$ cat config.mk
export PLATFORM = sky130hd
export DESIGN_NAME = brrt_isqrt
export DESIGN_NICKNAME = d
export VERILOG_FILES = /design/src/rtl/core/brrt_isqrt.sv
export SDC_FILE = /design/constraint.sdc
export NUM_CORES = 1
export LEC_CHECK = 0
export BUFFER_PORTS_ARGS = -buffer_cell sky130_fd_sc_hd__buf_2
export CORE_MARGIN = 1.5
export CORE_UTILIZATION = 56
export DETAILED_ROUTE_END_ITERATION = 12
export GPL_ROUTABILITY_DRIVEN = 0
export HOLD_SLACK_MARGIN = 0.06
export PLACE_DENSITY = 0.78
export REMOVE_ABC_BUFFERS = 1
export SETUP_SLACK_MARGIN = 0.4
export SLEW_MARGIN = 40
export SYNTH_ARGS = -nofsm -noshare
export SYNTH_HDL_FRONTEND = slang
export SYNTH_SLANG_ARGS = --single-unit
$ cat constraint.sdc
create_clock -name clk -period 4.8 [get_ports clk]
set_clock_uncertainty 0.05 [all_clocks]
set_input_delay 0.72 -clock clk [delete_from_list [all_inputs] [get_ports clk]]
set_output_delay 0.72 -clock clk [all_outputs]
set_load 0.02 [all_outputs]
$ cat src/rtl/core/brrt_isqrt.sv
// ----------------------------------------------------------------------------
// brrt_isqrt
// Iterative integer square root, one result bit per cycle.
// ----------------------------------------------------------------------------
module brrt_isqrt (
	input  logic        clk,
	input  logic        arst_n,
	input  logic        start,
	input  logic [34:0] value,
	output logic        done,
	output logic [17:0] root
);

	logic [35:0] v_q;
	logic [35:0] res_q;
	logic [35:0] bit_q;
	logic        busy_q;
	logic        done_q;
	logic [35:0] trial;

	assign trial = res_q + bit_q;

	always_ff @(posedge clk or negedge arst_n) begin
		if (!arst_n) begin
			busy_q <= 1'b0;
			done_q <= 1'b0;
		end else begin
			done_q <= 1'b0;
			if (start) begin
				busy_q <= 1'b1;
			end else if (busy_q && bit_q == 36'd0) begin
				busy_q <= 1'b0;
				done_q <= 1'b1;
			end
		end
	end

	always_ff @(posedge clk) begin
		if (start) begin
			v_q   <= {1'b0, value};
			res_q <= 36'd0;
			bit_q <= 36'd1 << 34;
		end else if (busy_q && bit_q != 36'd0) begin
			if (v_q >= trial) begin
				v_q   <= v_q - trial;
				res_q <= (res_q >> 1) + bit_q;
			end else begin
				res_q <= res_q >> 1;
			end
			bit_q <= bit_q >> 2;
		end
	end

	assign done = done_q;
	assign root = res_q[17:0];

endmodule

==> metrics.md <==
| Metric | Value |
|---|---|
| Status | `finished, final reports clean` |
| Vias/cell | `6.33` |
| Met1 GRT Util | `0.438` |
| Vias in the first global route | `6986` |
| Met3 Track Usage GR | `0.0354` |
| CTS clk-pin slew, worst paths | `0.07 ns` |
| Drt total wl | `23500 µm` |
| Area Overhead vs Synth | `24.1%` |
| Number of DRC markers in iteration 0 | `about 780` |
| Finished Cell Area | `9650 µm²` |
| Netlist Area Pre-Place | `just under 8000 µm²` |
| Aggregate global-route resource usage | `0.309` |
| Reg2reg end | `res_q[25]` |
| Comb pwr share | `0.698` |
| Slew Limit Fails | `0` |
| DIE WIDTH | `about 120 µm` |
| TNS Setup | `0 ns` |
| Synth warnings | `0` |
| Slew HR | `0.513` |
| H-tree depth | `3` |
| # port buffers | `56` |
| Die Ht | `roughly 120 µm` |
| Routed Antenna Nets | `0` |
| CTS Buffer Depth | `2` |
| Worst-Skew Late Latency | `0.37 ns` |
| Final Non-Filler Cells | `1227` |
| Starting Density | `0.580` |
| Ports | `57` |
| Int Power | `3.60 mW` |
| WL/cell | `19.2 µm` |
| Cell row count | `between 40 and 50` |
| Core area | `13400 µm²` |
| Flops & latches, synth | `92` |
| Period utilization | `0.960` |
| Total iterations of the first detailed-routing run | `7` |
| Endpoints failing setup | `0` |
| Crit-path max FO | `13` |
| Synth Flop Type | `dfxtp_1` |
| Worst Setup Start Kind | `flip-flop` |
| Antenna violations before repair | `0` |
| Placed wire-length estimate | `14900 µm` |
| Max Fclk | `0.217 GHz` |
| Total power | `between 6 and 7 mW` |
| Placed Instances | `1172` |
| GRT overflow | `0` |
| First-pass GRT wire length | `35500 µm` |
| Max-Cap Viols | `0` |
| CTS root buffer | `clkbuf_16` |
| Worst EP required | `4.98 ns` |
| Synth async-reset ratio | `0.0217` |
| Post-layout net count | `1159` |
| Pleak | `3.87 nW` |
| FF-to-FF path depth | `23` |
| Total number of vias | `7768` |
| Sw frac | `0.461` |
| PD cells | `~700 nW/µm²` |
| TritonCTS Sinks | `92` |
| Worst hold-check path type | `in2async` |
| Gate Count Post-Synth | `958` |
| Fin. Hold Viols | `0` |
| GR Util met2 | `0.465` |
| Die area | `14600 µm²` |
| Post-synth EDFFs | `35` |
| Sequential share of power | `0.192` |
| P_sw | `3.09 mW` |
| Clock buffer count from CTS | `9` |
| Worst R2R Setup Slack | `0.19 ns` |
| Slew at the pin with the worst max-slew slack | `~0.73 ns` |
| Setup crit end | `res_q[25]` |
| Register area share after synthesis | `0.283` |
| Global route hottest layer | `met2` |
| Mean area per synthesized cell | `slightly above 8 µm²` |
| Max VDD drop | `between 400 and 500 µV` |
| Worst Path Arrival | `between 4 and 5 ns` |
| Crit end category | `flip-flop` |
| RSZ-0062 raised after global routing | `true` |
| Clock network fraction of design power | `0.111` |
| RR Startpoint | `res_q[4]` |
| Crit. Startpoint | `res_q[4]` |
| Crit path kind | `reg2reg` |
| Synth unique cells | `64` |
| CTS tree | `done` |
| Placed Area | `8340 µm²` |
| Pin count of the biggest net entering global routing | `74` |
| Fin crit period | `4.61 ns` |
| DRC Markers | `0` |
| Ant diodes | `0` |
| Layout cells sized above 1 | `0.249` |
==> layer usage <==
layer	up-vias	routed length (µm)
met1	3561	10200
met2	449	10300
met3	75	1950
li1	3683	-
met5	-	0
met4	0	1090
==> final cells by class <==
cell class              count  area [µm²]
clock buffers              10         229
inverters                  17        71.3
multi-input cells         792        5740
well taps                 176         220
clock inverters             6        63.8
fillers                   950        3750
repair buffers            134        1110
flip-flops and latches     92        2210
==> power by group through the flow <==
stage | Sequential, mW | Clock (mW) | Combinational, mW
after global placement | 1.27 | 0 | 3.17
after global routing | 1.30 | 0.769 | 4.96
after CTS | 1.27 | 0.734 | 3.86
after detailed placement | 1.28 | 0 | 3.22
final | 1.28 | 0.740 | 4.67
after floorplan | 1.28 | 0 | 2.29
==> timing repair <==
item	CTS	global route
pin swaps	27	43
gates cloned	4	4
buffers inserted	15	16
hold buffers	0	0
resized for setup	54	96
endpoints found under the setup margin	80	84
==> critical path, stage by stage (launching register included) <==
cell	delay (ns)
dfxtp_2	0.34
ha_4	0.28
buf_6	0.11
nand4_1	0.10
o21ai_2	0.20
a21bo_2	0.20
a31oi_4	0.11
o21a_1	0.21
o31a_1	0.27
o21ai_1	0.16
nand2_1	0.12
xor2_2	0.20
ha_1	0.33
and3_4	0.20
and2_4	0.16
nand4_1	0.14
o41ai_2	0.38
o22ai_2	0.14
o21ai_4	0.11
buf_4	0.15
buf_12	0.15
o21ai_0	0.12
xor2_1	0.17
o21ai_1	0.07
==> cells by family (layout without fill, tap and decap cells) <==
kind of cell,count (synthesis),count (layout),share of synthesized area
compound gates,322,322,0.262
simple gates,294,294,0.173
xor+xnor,95,95,0.107
flops,92,92,0.283
fa+ha+maj,75,75,0.122
buf+inv,74,167,0.0454
mux,6,6,0.00789
==> sequential cells by signal (all words and copies together), names as in the netlist <==
register	flops
res_q	36
v_q	36
bit_q	18
busy_q	1
done	1
==> through the flow <==
step	setup slack [ns]	hold slack [ns]	utilization
global route	0.0462	0.0746	0.720
global placement	0.0322	0.424	0.622
finish	0.190	0.0705	0.720
CTS	0.340	0.0682	0.680
floorplan	-1.69	0.374	-
detailed placement	-0.0151	0.432	0.623
==> cell usage after synthesis (all sizes together) (14+ instances only) <==
cell type    n  area [µm²]
buf         27         176
a31oi       31         194
nor3        18        90.1
xor2        59         517
nand4       17         106
edfxtp      35        1050
ha          74         926
a21oi       50         250
o21ai      123         619
dfxtp       55        1100
inv         17        63.8
nor2        57         214
a22o        17         149
a21o        25         188
xnor2       36         315
and3        15        93.8
nand2      132         495
clkbuf      30         113
nor2b       14        87.6
a211oi      14         110
==> worst min path at each step <==
stage,slack [ns],from,endpoint,depth (start not counted)
floorplan,0.37,arst_n,busy_q,0
global placement,0.42,res_q[0],res_q[0],2
detailed placement,0.43,res_q[0],res_q[0],2
CTS,0.07,arst_n,done,1
global route,0.07,arst_n,busy_q,1
finish,0.07,arst_n,done,1
==> cells in the final DEF, fill, tap and decap left out, types with 28 or more instances in the layout <==
| master | instances |
|---|---|
| xnor2_1 | 35 |
| xor2_1 | 58 |
| o21ai_1 | 42 |
| o21ai_0 | 61 |
| a31oi_1 | 28 |
| nand2_1 | 119 |
| nor2_1 | 55 |
| buf_4 | 59 |
| edfxtp_1 | 35 |
| ha_1 | 64 |
| a21oi_1 | 39 |
| buf_2 | 56 |
| dfxtp_1 | 47 |
Power figures use the tool's default switching activity.
