## src/rtl/core/brrt_div.sv

```systemverilog
// ----------------------------------------------------------------------------
// brrt_div
// Restoring unsigned divider, one quotient bit per cycle.
// ----------------------------------------------------------------------------
module brrt_div (
	input  logic        clk,
	input  logic        arst_n,
	input  logic        start,
	input  logic [32:0] num,
	input  logic [18:0] den,
	output logic        done,
	output logic [32:0] quo
);

	logic [32:0] n_q;
	logic [19:0] rem_q;
	logic [18:0] den_q;
	logic [5:0]  cnt_q;
	logic        busy_q;
	logic        done_q;
	logic [19:0] rem_sh;
	logic        qbit;

	assign rem_sh = {rem_q[18:0], n_q[32]};
	assign qbit   = rem_sh >= {1'b0, den_q};

	always_ff @(posedge clk or negedge arst_n) begin
		if (!arst_n) begin
			busy_q <= 1'b0;
			done_q <= 1'b0;
			cnt_q  <= 6'd0;
		end else begin
			done_q <= 1'b0;
			if (start) begin
				busy_q <= 1'b1;
				cnt_q  <= 6'd33;
			end else if (busy_q) begin
				if (cnt_q == 6'd0) begin
					busy_q <= 1'b0;
					done_q <= 1'b1;
				end else begin
					cnt_q <= cnt_q - 6'd1;
				end
			end
		end
	end

	always_ff @(posedge clk) begin
		if (start) begin
			n_q   <= num;
			rem_q <= 20'd0;
			den_q <= den;
		end else if (busy_q && cnt_q != 6'd0) begin
			rem_q <= qbit ? rem_sh - {1'b0, den_q} : rem_sh;
			n_q   <= {n_q[31:0], qbit};
		end
	end

	assign done = done_q;
	assign quo  = n_q;

endmodule

```

## config.mk

```make
export PLATFORM = sky130hd
export DESIGN_NAME = brrt_div
export DESIGN_NICKNAME = d
export VERILOG_FILES = /design/src/rtl/core/brrt_div.sv
export SDC_FILE = /design/constraint.sdc
export NUM_CORES = 1
export LEC_CHECK = 0
export BUFFER_PORTS_ARGS = -buffer_cell sky130_fd_sc_hd__buf_2
export CAP_MARGIN = 20
export CORE_UTILIZATION = 40
export CTS_BUF_LIST = sky130_fd_sc_hd__clkbuf_2 sky130_fd_sc_hd__clkbuf_4 sky130_fd_sc_hd__clkbuf_8
export DETAILED_ROUTE_END_ITERATION = 8
export GPL_TIMING_DRIVEN = 0
export SYNTH_ARGS = -nofsm -noshare
export SYNTH_HDL_FRONTEND = slang
export SYNTH_SLANG_ARGS = --single-unit
```

## constraint.sdc

```tcl
create_clock -name clk -period 5.2 [get_ports clk]
set_clock_uncertainty 0.2 [all_clocks]
set_input_delay 1.04 -clock clk [delete_from_list [all_inputs] [get_ports clk]]
set_output_delay 1.04 -clock clk [all_outputs]
set_load 0.01 [all_outputs]
```

==> run_results.csv, run 1 <==
group,metric,value,unit
outcome,outcome,"completed",
finish,final_net_count,552,
clock_network,cts.sinks,79,
clock_network,postCtsSetupBuffers,0,
finish,layout.cell_area.non_filler,0.005064,mm²
setup_path,end_point_of_the_critical_path,"rem_q[2]$_SDFFE_PP0P_",
setup_path,regToRegStartpoint,"quo[32]$_DFFE_PP_",
route,totalWireLength,8760,µm
synthesis,synth_area,0.004200,mm²
power,pwr-share-seq,48.1,%
setup_path,timing_worst_setup_path_type,"reg2reg",
route,via_count,3146,
power,max-vdd-ir-drop,207.1,µV
finish,most_common_cell_after_layout_fill_and_taps_aside,"buf_2",
route,post_drt_via_cell_ratio,5.107,
clock_network,path_clk_slew,90,ps
power,combPwrFrac,22.1,%
synthesis,synth_cells,375,
place,gp_congestion,0.8414,
finish,fin_util,49.49,%
floorplanning,io-pin-count,89,
clock_network,cts_resized,0,
finish,post_route_cells_drive_above_1_share,31.67,%
clock_network,cts.hold.buffers_added,0,
synthesis,ys_seq_elements,79,
clock_network,tritoncts.num_buffers,9,
setup_path,startpoint,"quo[32]$_DFFE_PP_",
synthesis,synthesis.area_per_instance,11.20,µm²
hold_path,min-delay-path-class,"reg2reg",
setup_path,cp-start-kind,"flip-flop",
setup_path,worst_r2r_endpoint,"rem_q[2]$_SDFFE_PP0P_",
grt,grt_pass1_wl,14670,µm
floorplanning,initial_core_util,41.05,%
synthesis,proportion_of_register_bits_with_asynchronous_set_or_reset_after_synthesis,10.13,%
flow_run,timing.max_cap.violations,0,
route,drcViolationCount,0,
sta,max_freq,333.1,MHz
sta,finalSetupViolCount,0,
synthesis,synth-warning-count,0,
grt,grt_max_degree,25,
setup_path,setup.reg_to_reg.worst_slack,2200,ps
finish,area_growth_from_synthesis_to_final_layout,20.55,%
sta,fin_tns_setup,0,ps
sta,rsz0062_at_grt,"false",
synthesis,post_synth_num_cell_types,54,
finish,antennaDiodeCount,0,
place,hpwl,6508,µm
place,port_buffers,88,
setup_path,worst-endpoint-arrival,3100,ps
place,placement_stage_cell_area,0.004838,mm²
power,clkPwrFrac,29.8,%
clock_network,clk-insertion-delay-late,360,ps
route,ant_nets,0,
synthesis,synth-edff-count,52,
setup_path,critical_path_required,5300,ps
clock_network,cts_tree,"done",
route,drt-pass1-iter-count,4,
clock_network,htree_levels,3,
finish,most-common-layout-cells,"buf_2, edfxtp_1, mux2_2, nand3_1, nand2_1",
clock_network,cts-root-to-sink-buffers,2,
sta,maxSlewHeadroom,62.46,%
setup_path,end_kind,"flip-flop",
power,p_total,1.732,mW
route,dr.first_iter.drc_count,80,
power,cellInternalPower,1.235,mW
route,wl_per_cell,14.22,µm
sta,final_min_period,3002,ps
synthesis,dominantRegCellSynth,"edfxtp_1",
setup_path,rr_worst_depth,11,
synthesis,synth_fp_nets,452,
sta,timing_worst_slew_pin_value,563.1,ps
sta,min_period_over_period,57.73,%
grt,antenna_found_initial,0,
floorplanning,floorplan.die.width,104.5,µm
synthesis,synth_sequential_area_ratio,51.00,%
sta,timing.hold.ws,282.4,ps
clock_network,clockRootBuffer,"clkbuf_8",
power,power_leakage,2.177,nW
sta,slew_violations,0,
floorplanning,num_rows,37,
power,power_density,342.1,mW/mm²
power,swShare,28.70,%
grt,grt_pass1_vias,3214,
floorplanning,placeableCoreArea,0.01023,mm²
grt,overflow,0,
grt,grtUsageTotal,17.03,%
setup_path,path_max_fanout,10,
sta,finalHoldViolCount,0,
power,power.switching,0.4971,mW
floorplanning,floorplan.die_area,0.01091,mm²
floorplanning,fp.dieH,104.5,µm
[layer usage]
layer | vias to the layer above | wire [µm] | track usage (%)
li1 | 1570 | - | -
met1 | 1468 | 3927 | 20.15
met2 | 98 | 3960 | 27.77
met3 | 10 | 776 | 7.895
met4 | 0 | 95 | 4.490
met5 | - | 0 | 0
[state kept, by name (all words and copies together), names as in the netlist]
name    cells
rem_q      19
done        1
busy_q      1
quo        33
cnt_q       6
den_q      19
[power by group through the flow]
| stage | combinational, mW | clock [mW] | sequential, mW |
|---|---|---|---|
| floorplan | 0.220 | 0 | 0.869 |
| finish | 0.383 | 0.516 | 0.833 |
| detailed placement | 0.386 | 0 | 0.845 |
| global placement | 0.373 | 0 | 0.845 |
| global route | 0.430 | 0.555 | 0.848 |
| CTS | 0.387 | 0.536 | 0.834 |
[through the flow]
stage               std cells  setup WS (ps)
floorplan                 375           2448
global placement          599           1434
detailed placement        600           1809
CTS                       616           2175
global route              616           1973
finish                    616           2198
[critical path: stages (launching register included)]
cell	delay [ps]
edfxtp_1	350
inv_1	60
ha_1	210
fa_1	390
nand2b_1	200
a21oi_2	160
o21ai_1	210
o31ai_2	430
a41o_4	330
buf_4	190
nand4_1	120
nand3_1	100
[kinds of logic after synthesis]
kind of cell    Yosys count  synth area share, %
buf+inv                  45                4.588
simple gates            102                12.01
flops                    79                51.00
mux                      36                9.562
xor+xnor                 20                4.170
fa+ha+maj                22                6.732
compound gates           71                11.95
[final cells by class]
class                           count  area (µm²)
Buffer                             18       91.34
Clock buffer                       10       131.4
Clock inverter                      6       93.84
Fill cell                         969        5167
Inverter                           27       101.3
Multi-Input combinational cell    251        1866
Sequential cell                    79        2142
Tap cell                          136       170.2
Timing Repair Buffer               89       467.9
[how the worst min path moves through the flow]
| stage | depth (start not counted) | endpoint | from | slack [ps] |
|---|---|---|---|---|
| after floorplan | 2 | rem_q[18]$_SDFFE_PP0P_ | rem_q[18]$_SDFFE_PP0P_ | 240 |
| after global placement | 2 | rem_q[18]$_SDFFE_PP0P_ | rem_q[18]$_SDFFE_PP0P_ | 250 |
| after detailed placement | 2 | rem_q[18]$_SDFFE_PP0P_ | rem_q[18]$_SDFFE_PP0P_ | 260 |
| after CTS | 1 | cnt_q[0]$_DFFE_PN0P_ | arst_n | 280 |
| after global routing | 1 | cnt_q[0]$_DFFE_PN0P_ | arst_n | 290 |
| final | 2 | rem_q[18]$_SDFFE_PP0P_ | rem_q[18]$_SDFFE_PP0P_ | 280 |
[Yosys cell counts, drive strengths merged, types with 2 or more instances]
library cell  count  share of area (%)
a211oi            4               0.71
a21o              2               0.36
a21oi            22                2.7
a22o              2               0.42
a32oi             7                1.5
buf              10                1.5
clkbuf            8               0.71
dfrtp             8                4.8
dfxtp            19                9.1
edfxtp           52                 37
ha               21                6.3
inv              27                2.4
mux2             33                8.8
mux2i             3               0.71
nand2            28                2.5
nand2b            6               0.89
nand3            31                3.7
nand4             6               0.89
nor2             14                1.3
nor2b             3               0.45
nor3              3               0.36
nor3b             2               0.36
o211ai            3               0.54
o21ai            14                1.7
o31ai             6                1.5
or3               2               0.30
xnor2            10                2.1
xor2             10                2.1
(Power assumes the default switching activity.)
==> inputs of run 2 (changes only) <==
Clock period 5.2 ns to 2.9 ns, I/O delays scaled along.
==> run_results.csv, run 2 (synthesis results as in run 1) <==
group,metric,value,unit
outcome,outcome,"completed",
setup_path,end_point_of_the_critical_path,"rem_q[0]$_SDFFE_PP0P_",
floorplanning,initial_core_util,41.05,%
setup_path,timing_worst_setup_path_type,"reg2reg",
place,hpwl,6508,µm
sta,max_freq,360.2,MHz
finish,antennaDiodeCount,0,
finish,post_layout_nonfiller_instances,623,
route,totalWireLength,8874,µm
finish,most_common_cell_after_layout_fill_and_taps_aside,"buf_2",
setup_path,setup.reg_to_reg.worst_slack,120,ps
setup_path,regToRegStartpoint,"quo[32]$_DFFE_PP_",
place,port_buffers,88,
finish,largest_register_ffs,33,
floorplanning,floorplan.die.width,104.5,µm
grt,grt.busiest_layer,"met2",
route,ant_nets,0,
floorplanning,fp.dieH,104.5,µm
clock_network,cts_tree,"done",
grt,overflow,0,
setup_path,rr_worst_depth,11,
grt,grtUsageMet3,7.895,%
power,max-vdd-ir-drop,374.7,µV
grt,grt_pass1_wl,14720,µm
floorplanning,io-pin-count,89,
setup_path,critical_path_required,3010,ps
setup_path,cp-start-kind,"flip-flop",
finish,seq_area,0.002142,mm²
finish,fin_util,50.48,%
clock_network,cts-root-to-sink-buffers,2,
finish,area_used_by_multi_input_combinational_logic,0.001904,mm²
floorplanning,num_rows,37,
finish,area_growth_from_synthesis_to_final_layout,22.97,%
grt,gr-usage-met2,27.96,%
route,drcViolationCount,0,
grt,grt_util_met1,20.11,%
finish,most-common-layout-cells,"buf_2, edfxtp_1, mux2_2, nand3_1, nand2_1",
power,power_density,605.8,mW/mm²
finish,final_net_count,559,
finish,post_route_cells_drive_above_1_share,33.26,%
grt,grt_max_degree,25,
sta,slew_violations,0,
grt,antenna_found_initial,0,
place,place.detailed.instances,600,
route,wl_per_cell,14.24,µm
sta,finalHoldViolCount,0,
setup_path,end_kind,"flip-flop",
setup_path,startpoint,"quo[32]$_DFFE_PP_",
floorplanning,placeableCoreArea,0.01023,mm²
route,dr.first_iter.drc_count,104,
clock_network,path_clk_slew,90,ps
place,pre_cts_ws,-94.58,ps
power,power_leakage,2.221,nW
route,via_count,3198,
finish,filler_cell_count,958,
sta,worst_slack,123.5,ps
power,p_total,3.129,mW
sta,final_min_period,2777,ps
setup_path,worst_r2r_endpoint,"rem_q[0]$_SDFFE_PP0P_",
route,post_drt_via_cell_ratio,5.133,
place,gp_congestion,0.8414,
clock_network,clockRootBuffer,"clkbuf_8",
setup_path,path_max_fanout,6,
route,drt-pass1-iter-count,4,
sta,finalSetupViolCount,0,
grt,grtUsageTotal,17.07,%
hold_path,min-delay-path-class,"in2reg",
clock_network,clk-insertion-delay-late,360,ps
setup_path,worst-endpoint-arrival,2890,ps
sta,fin_tns_setup,0,ps
grt,grt_pass1_vias,3233,
clock_network,tritoncts.num_buffers,9,
flow_run,timing.max_cap.violations,0,
clock_network,cts.sinks,79,
sta,timing_worst_slew_pin_value,595.0,ps
sta,min_period_over_period,95.74,%
floorplanning,floorplan.die_area,0.01091,mm²
sta,maxSlewHeadroom,60.33,%
clock_network,htree_levels,3,
==> run 2: repair_timing <==
action                                  CTS  global route
endpoints found under the setup margin   19            44
gates resized for setup                   2             6
hold buffers                              1             0
hold endpoints to repair                  8             0
pin swaps                                 1             3
buffers inserted                          1             5
==> run 2: where the power goes <==
part,switching (mW),internal [mW],leakage (nW)
clock,0.424,0.502,0.116
combinational,0.385,0.325,1.32
sequential,0.0932,1.40,0.786
total,0.903,2.23,2.22
==> run 2: worst min-delay path by stage <==
stage	startpoint	end	slack, ps	cells past startpoint
2_1_floorplan	arst_n	busy_q$_DFF_PN0_	80	0
3_3_place_gp	arst_n	done$_DFF_PN0_	230	1
3_5_place_dp	arst_n	done$_DFF_PN0_	230	1
4_1_cts	den[14]	den_q[14]$_DFFE_PP_	170	1
5_1_grt	den[14]	den_q[14]$_DFFE_PP_	160	1
6_report	den[14]	den_q[14]$_DFFE_PP_	190	1
==> run 2: cell type report <==
cell class / instances / share of cell area [%]
clock buffers: 10 / 2.544
well taps: 136 / 3.295
inverters: 27 / 2.035
repair buffers: 96 / 10.13
multi-input cells: 251 / 36.87
flip-flops and latches: 79 / 41.47
clock inverters: 6 / 1.817
plain buffers: 18 / 1.841
==> run 2: stage by stage <==
stage          area, µm²  hold WS [ps]
3_3_place_gp        4811         230.5
6_report            5165         189.9
5_1_grt             5165         164.8
3_5_place_dp        4838         231.5
2_1_floorplan       4200         84.41
4_1_cts             5094         170.0
==> run 2: routing by layer <==
metal / share of wire (%) / routed length [µm]
met2: 45 / 4020
met3: 9.0 / 801
met4: 1.1 / 95
met1: 45 / 3956
met5: 0 / 0
==> run 2: critical path, cell delays in order, from the launching register on <==
cell and delay [ps]:
edfxtp_1 350, inv_1 60, ha_1 210, fa_1 410
nand2b_4 180, a21oi_4 190, o21ai_4 110, o31ai_4 280
a41o_4 310, buf_4 120, mux2i_1 170, a22o_1 140
==> inputs of run 3 (changes only) <==
Settings changed: CTS_BUF_LIST sky130_fd_sc_hd__clkbuf_2 sky130_fd_sc_hd__clkbuf_4 sky130_fd_sc_hd__clkbuf_8 to unset, MAX_ROUTING_LAYER set to met4.
==> run_results.csv, run 3 (synthesis results as in run 1) <==
group,metric,value,unit
hold_path,min-delay-path-class,"in2reg",
floorplanning,placeableCoreArea,0.01023,mm²
power,clkPwrFrac,29.4,%
sta,finalHoldViolCount,0,
clock_network,cts-root-to-sink-buffers,2,
route,totalWireLength,8882,µm
setup_path,timing_worst_setup_path_type,"reg2reg",
grt,grt_max_degree,25,
route,via_count,3186,
power,power.switching,0.9015,mW
route,drt-pass1-iter-count,4,
clock_network,cts_tree,"done",
route,ant_nets,0,
flow_run,timing.max_cap.violations,0,
grt,antenna_found_initial,0,
finish,most-common-layout-cells,"buf_2, edfxtp_1, mux2_2, nand3_1, nand2_1",
finish,final_net_count,559,
power,p_total,3.119,mW
clock_network,cts.sinks,79,
outcome,outcome,"completed",
grt,grtUsageTotal,17.60,%
place,gp_congestion,0.8546,
setup_path,end_kind,"flip-flop",
setup_path,path_max_fanout,6,
sta,fin_tns_setup,0,ps
clock_network,htree_levels,3,
finish,antennaDiodeCount,0,
route,drcViolationCount,0,
grt,grt_pass1_wl,14740,µm
floorplanning,num_rows,37,
sta,final_min_period,2776,ps
sta,finalSetupViolCount,0,
power,power_density,603.9,mW/mm²
setup_path,worst-endpoint-arrival,2880,ps
grt,overflow,0,
sta,min_period_over_period,95.71,%
setup_path,cp-start-kind,"flip-flop",
sta,max_freq,360.3,MHz
place,port_buffers,88,
floorplanning,initial_core_util,41.05,%
setup_path,critical_path_required,3010,ps
finish,post_route_cells_drive_above_1_share,33.06,%
clock_network,clk-insertion-delay-late,360,ps
floorplanning,floorplan.die_area,0.01091,mm²
route,dr.first_iter.drc_count,80,
power,combPwrFrac,22.8,%
sta,slew_violations,0,
power,power_leakage,2.219,nW
floorplanning,io-pin-count,89,
sta,timing_worst_slew_pin_value,588.3,ps
finish,most_common_cell_after_layout_fill_and_taps_aside,"buf_2",
power,swShare,28.91,%
floorplanning,floorplan.die.width,104.5,µm
sta,maxSlewHeadroom,60.78,%
route,wl_per_cell,14.26,µm
power,max-vdd-ir-drop,374.6,µV
setup_path,setup.reg_to_reg.worst_slack,120,ps
power,pwr-share-seq,47.9,%
floorplanning,fp.dieH,104.5,µm
finish,filler_cell_count,958,
power,cellInternalPower,2.217,mW
route,post_drt_via_cell_ratio,5.114,
finish,area_growth_from_synthesis_to_final_layout,22.94,%
place,hpwl,6508,µm
grt,grt_pass1_vias,3229,
clock_network,tritoncts.num_buffers,9,
clock_network,clockRootBuffer,"clkbuf_8",
finish,largest_register_ffs,33,
clock_network,path_clk_slew,90,ps
run 3: cell counts in the layout (fill, tap and decap cells not counted):
Identical to the previous run, type by type.
run 3: path summary, 6_finish.rpt:
check | from | to | cells past startpoint
worst max-delay path | quo[32]$_DFFE_PP_ | rem_q[0]$_SDFFE_PP0P_ | 11
worst min-delay path | den[14] | den_q[14]$_DFFE_PP_ | 1
worst max register to register | quo[32]$_DFFE_PP_ | rem_q[0]$_SDFFE_PP0P_ | 11
worst min register to register | rem_q[18]$_SDFFE_PP0P_ | rem_q[18]$_SDFFE_PP0P_ | 2
max in group asynchronous | arst_n | cnt_q[1]$_DFFE_PN0P_ | 2
min in group asynchronous | arst_n | cnt_q[0]$_DFFE_PN0P_ | 2
run 3: what timing repair did:
| item | CTS | global route |
|---|---|---|
| endpoints found under the hold margin | 8 | 0 |
| hold buffers | 1 | 0 |
| buffers inserted | 1 | 5 |
| pin swaps | 1 | 3 |
| endpoints found under the setup margin | 19 | 44 |
| resized for setup | 2 | 8 |
run 3: metal layers:
metal	track usage (%)	wire [µm]
met1	21.12	4100
met5	-	0
met4	4.490	93
met3	6.454	668
met2	27.96	4019
run 3: power groups by stage:
stage                     combinational (mW)  clock, mW  sequential (mW)
after floorplan                        0.395          0             1.56
after global placement                 0.668          0             1.51
after detailed placement               0.693          0             1.52
after CTS                              0.697      0.952             1.50
after global routing                   0.793      0.987             1.52
final                                  0.710      0.915             1.49
run 3: critical path, stage by stage, from the launching register on:
cell and delay (ps):
edfxtp_1 350, inv_1 60, ha_1 210, fa_1 410, nand2b_4 180, a21oi_4 180, o21ai_4 110, o31ai_4 280
a41o_4 310, buf_4 120, mux2i_1 170, a22o_1 140
run 3: stage by stage:
step           area, µm²  hold slack [ps]  util, %  std cells  worst slack [ps]
6_report            5164            190.4    50.47        623             124.4
2_1_floorplan       4200            84.41        -        375             196.6
5_1_grt             5164            164.8    50.47        623            -19.89
4_1_cts             5090            170.0    49.75        618             2.711
3_5_place_dp        4838            231.5    47.29        600            -94.58
3_3_place_gp        4811            230.5    47.02        599            -405.5
run 3: area by class of cell:
type	instances	area (µm²)	area share, %
inverters	27	105.1	2.035
plain buffers	18	97.59	1.890
well taps	136	170.2	3.295
clock buffers	10	127.6	2.472
flip-flops and latches	79	2142	41.48
clock inverters	6	93.84	1.817
repair buffers	96	523.0	10.13
multi-input cells	251	1904	36.88
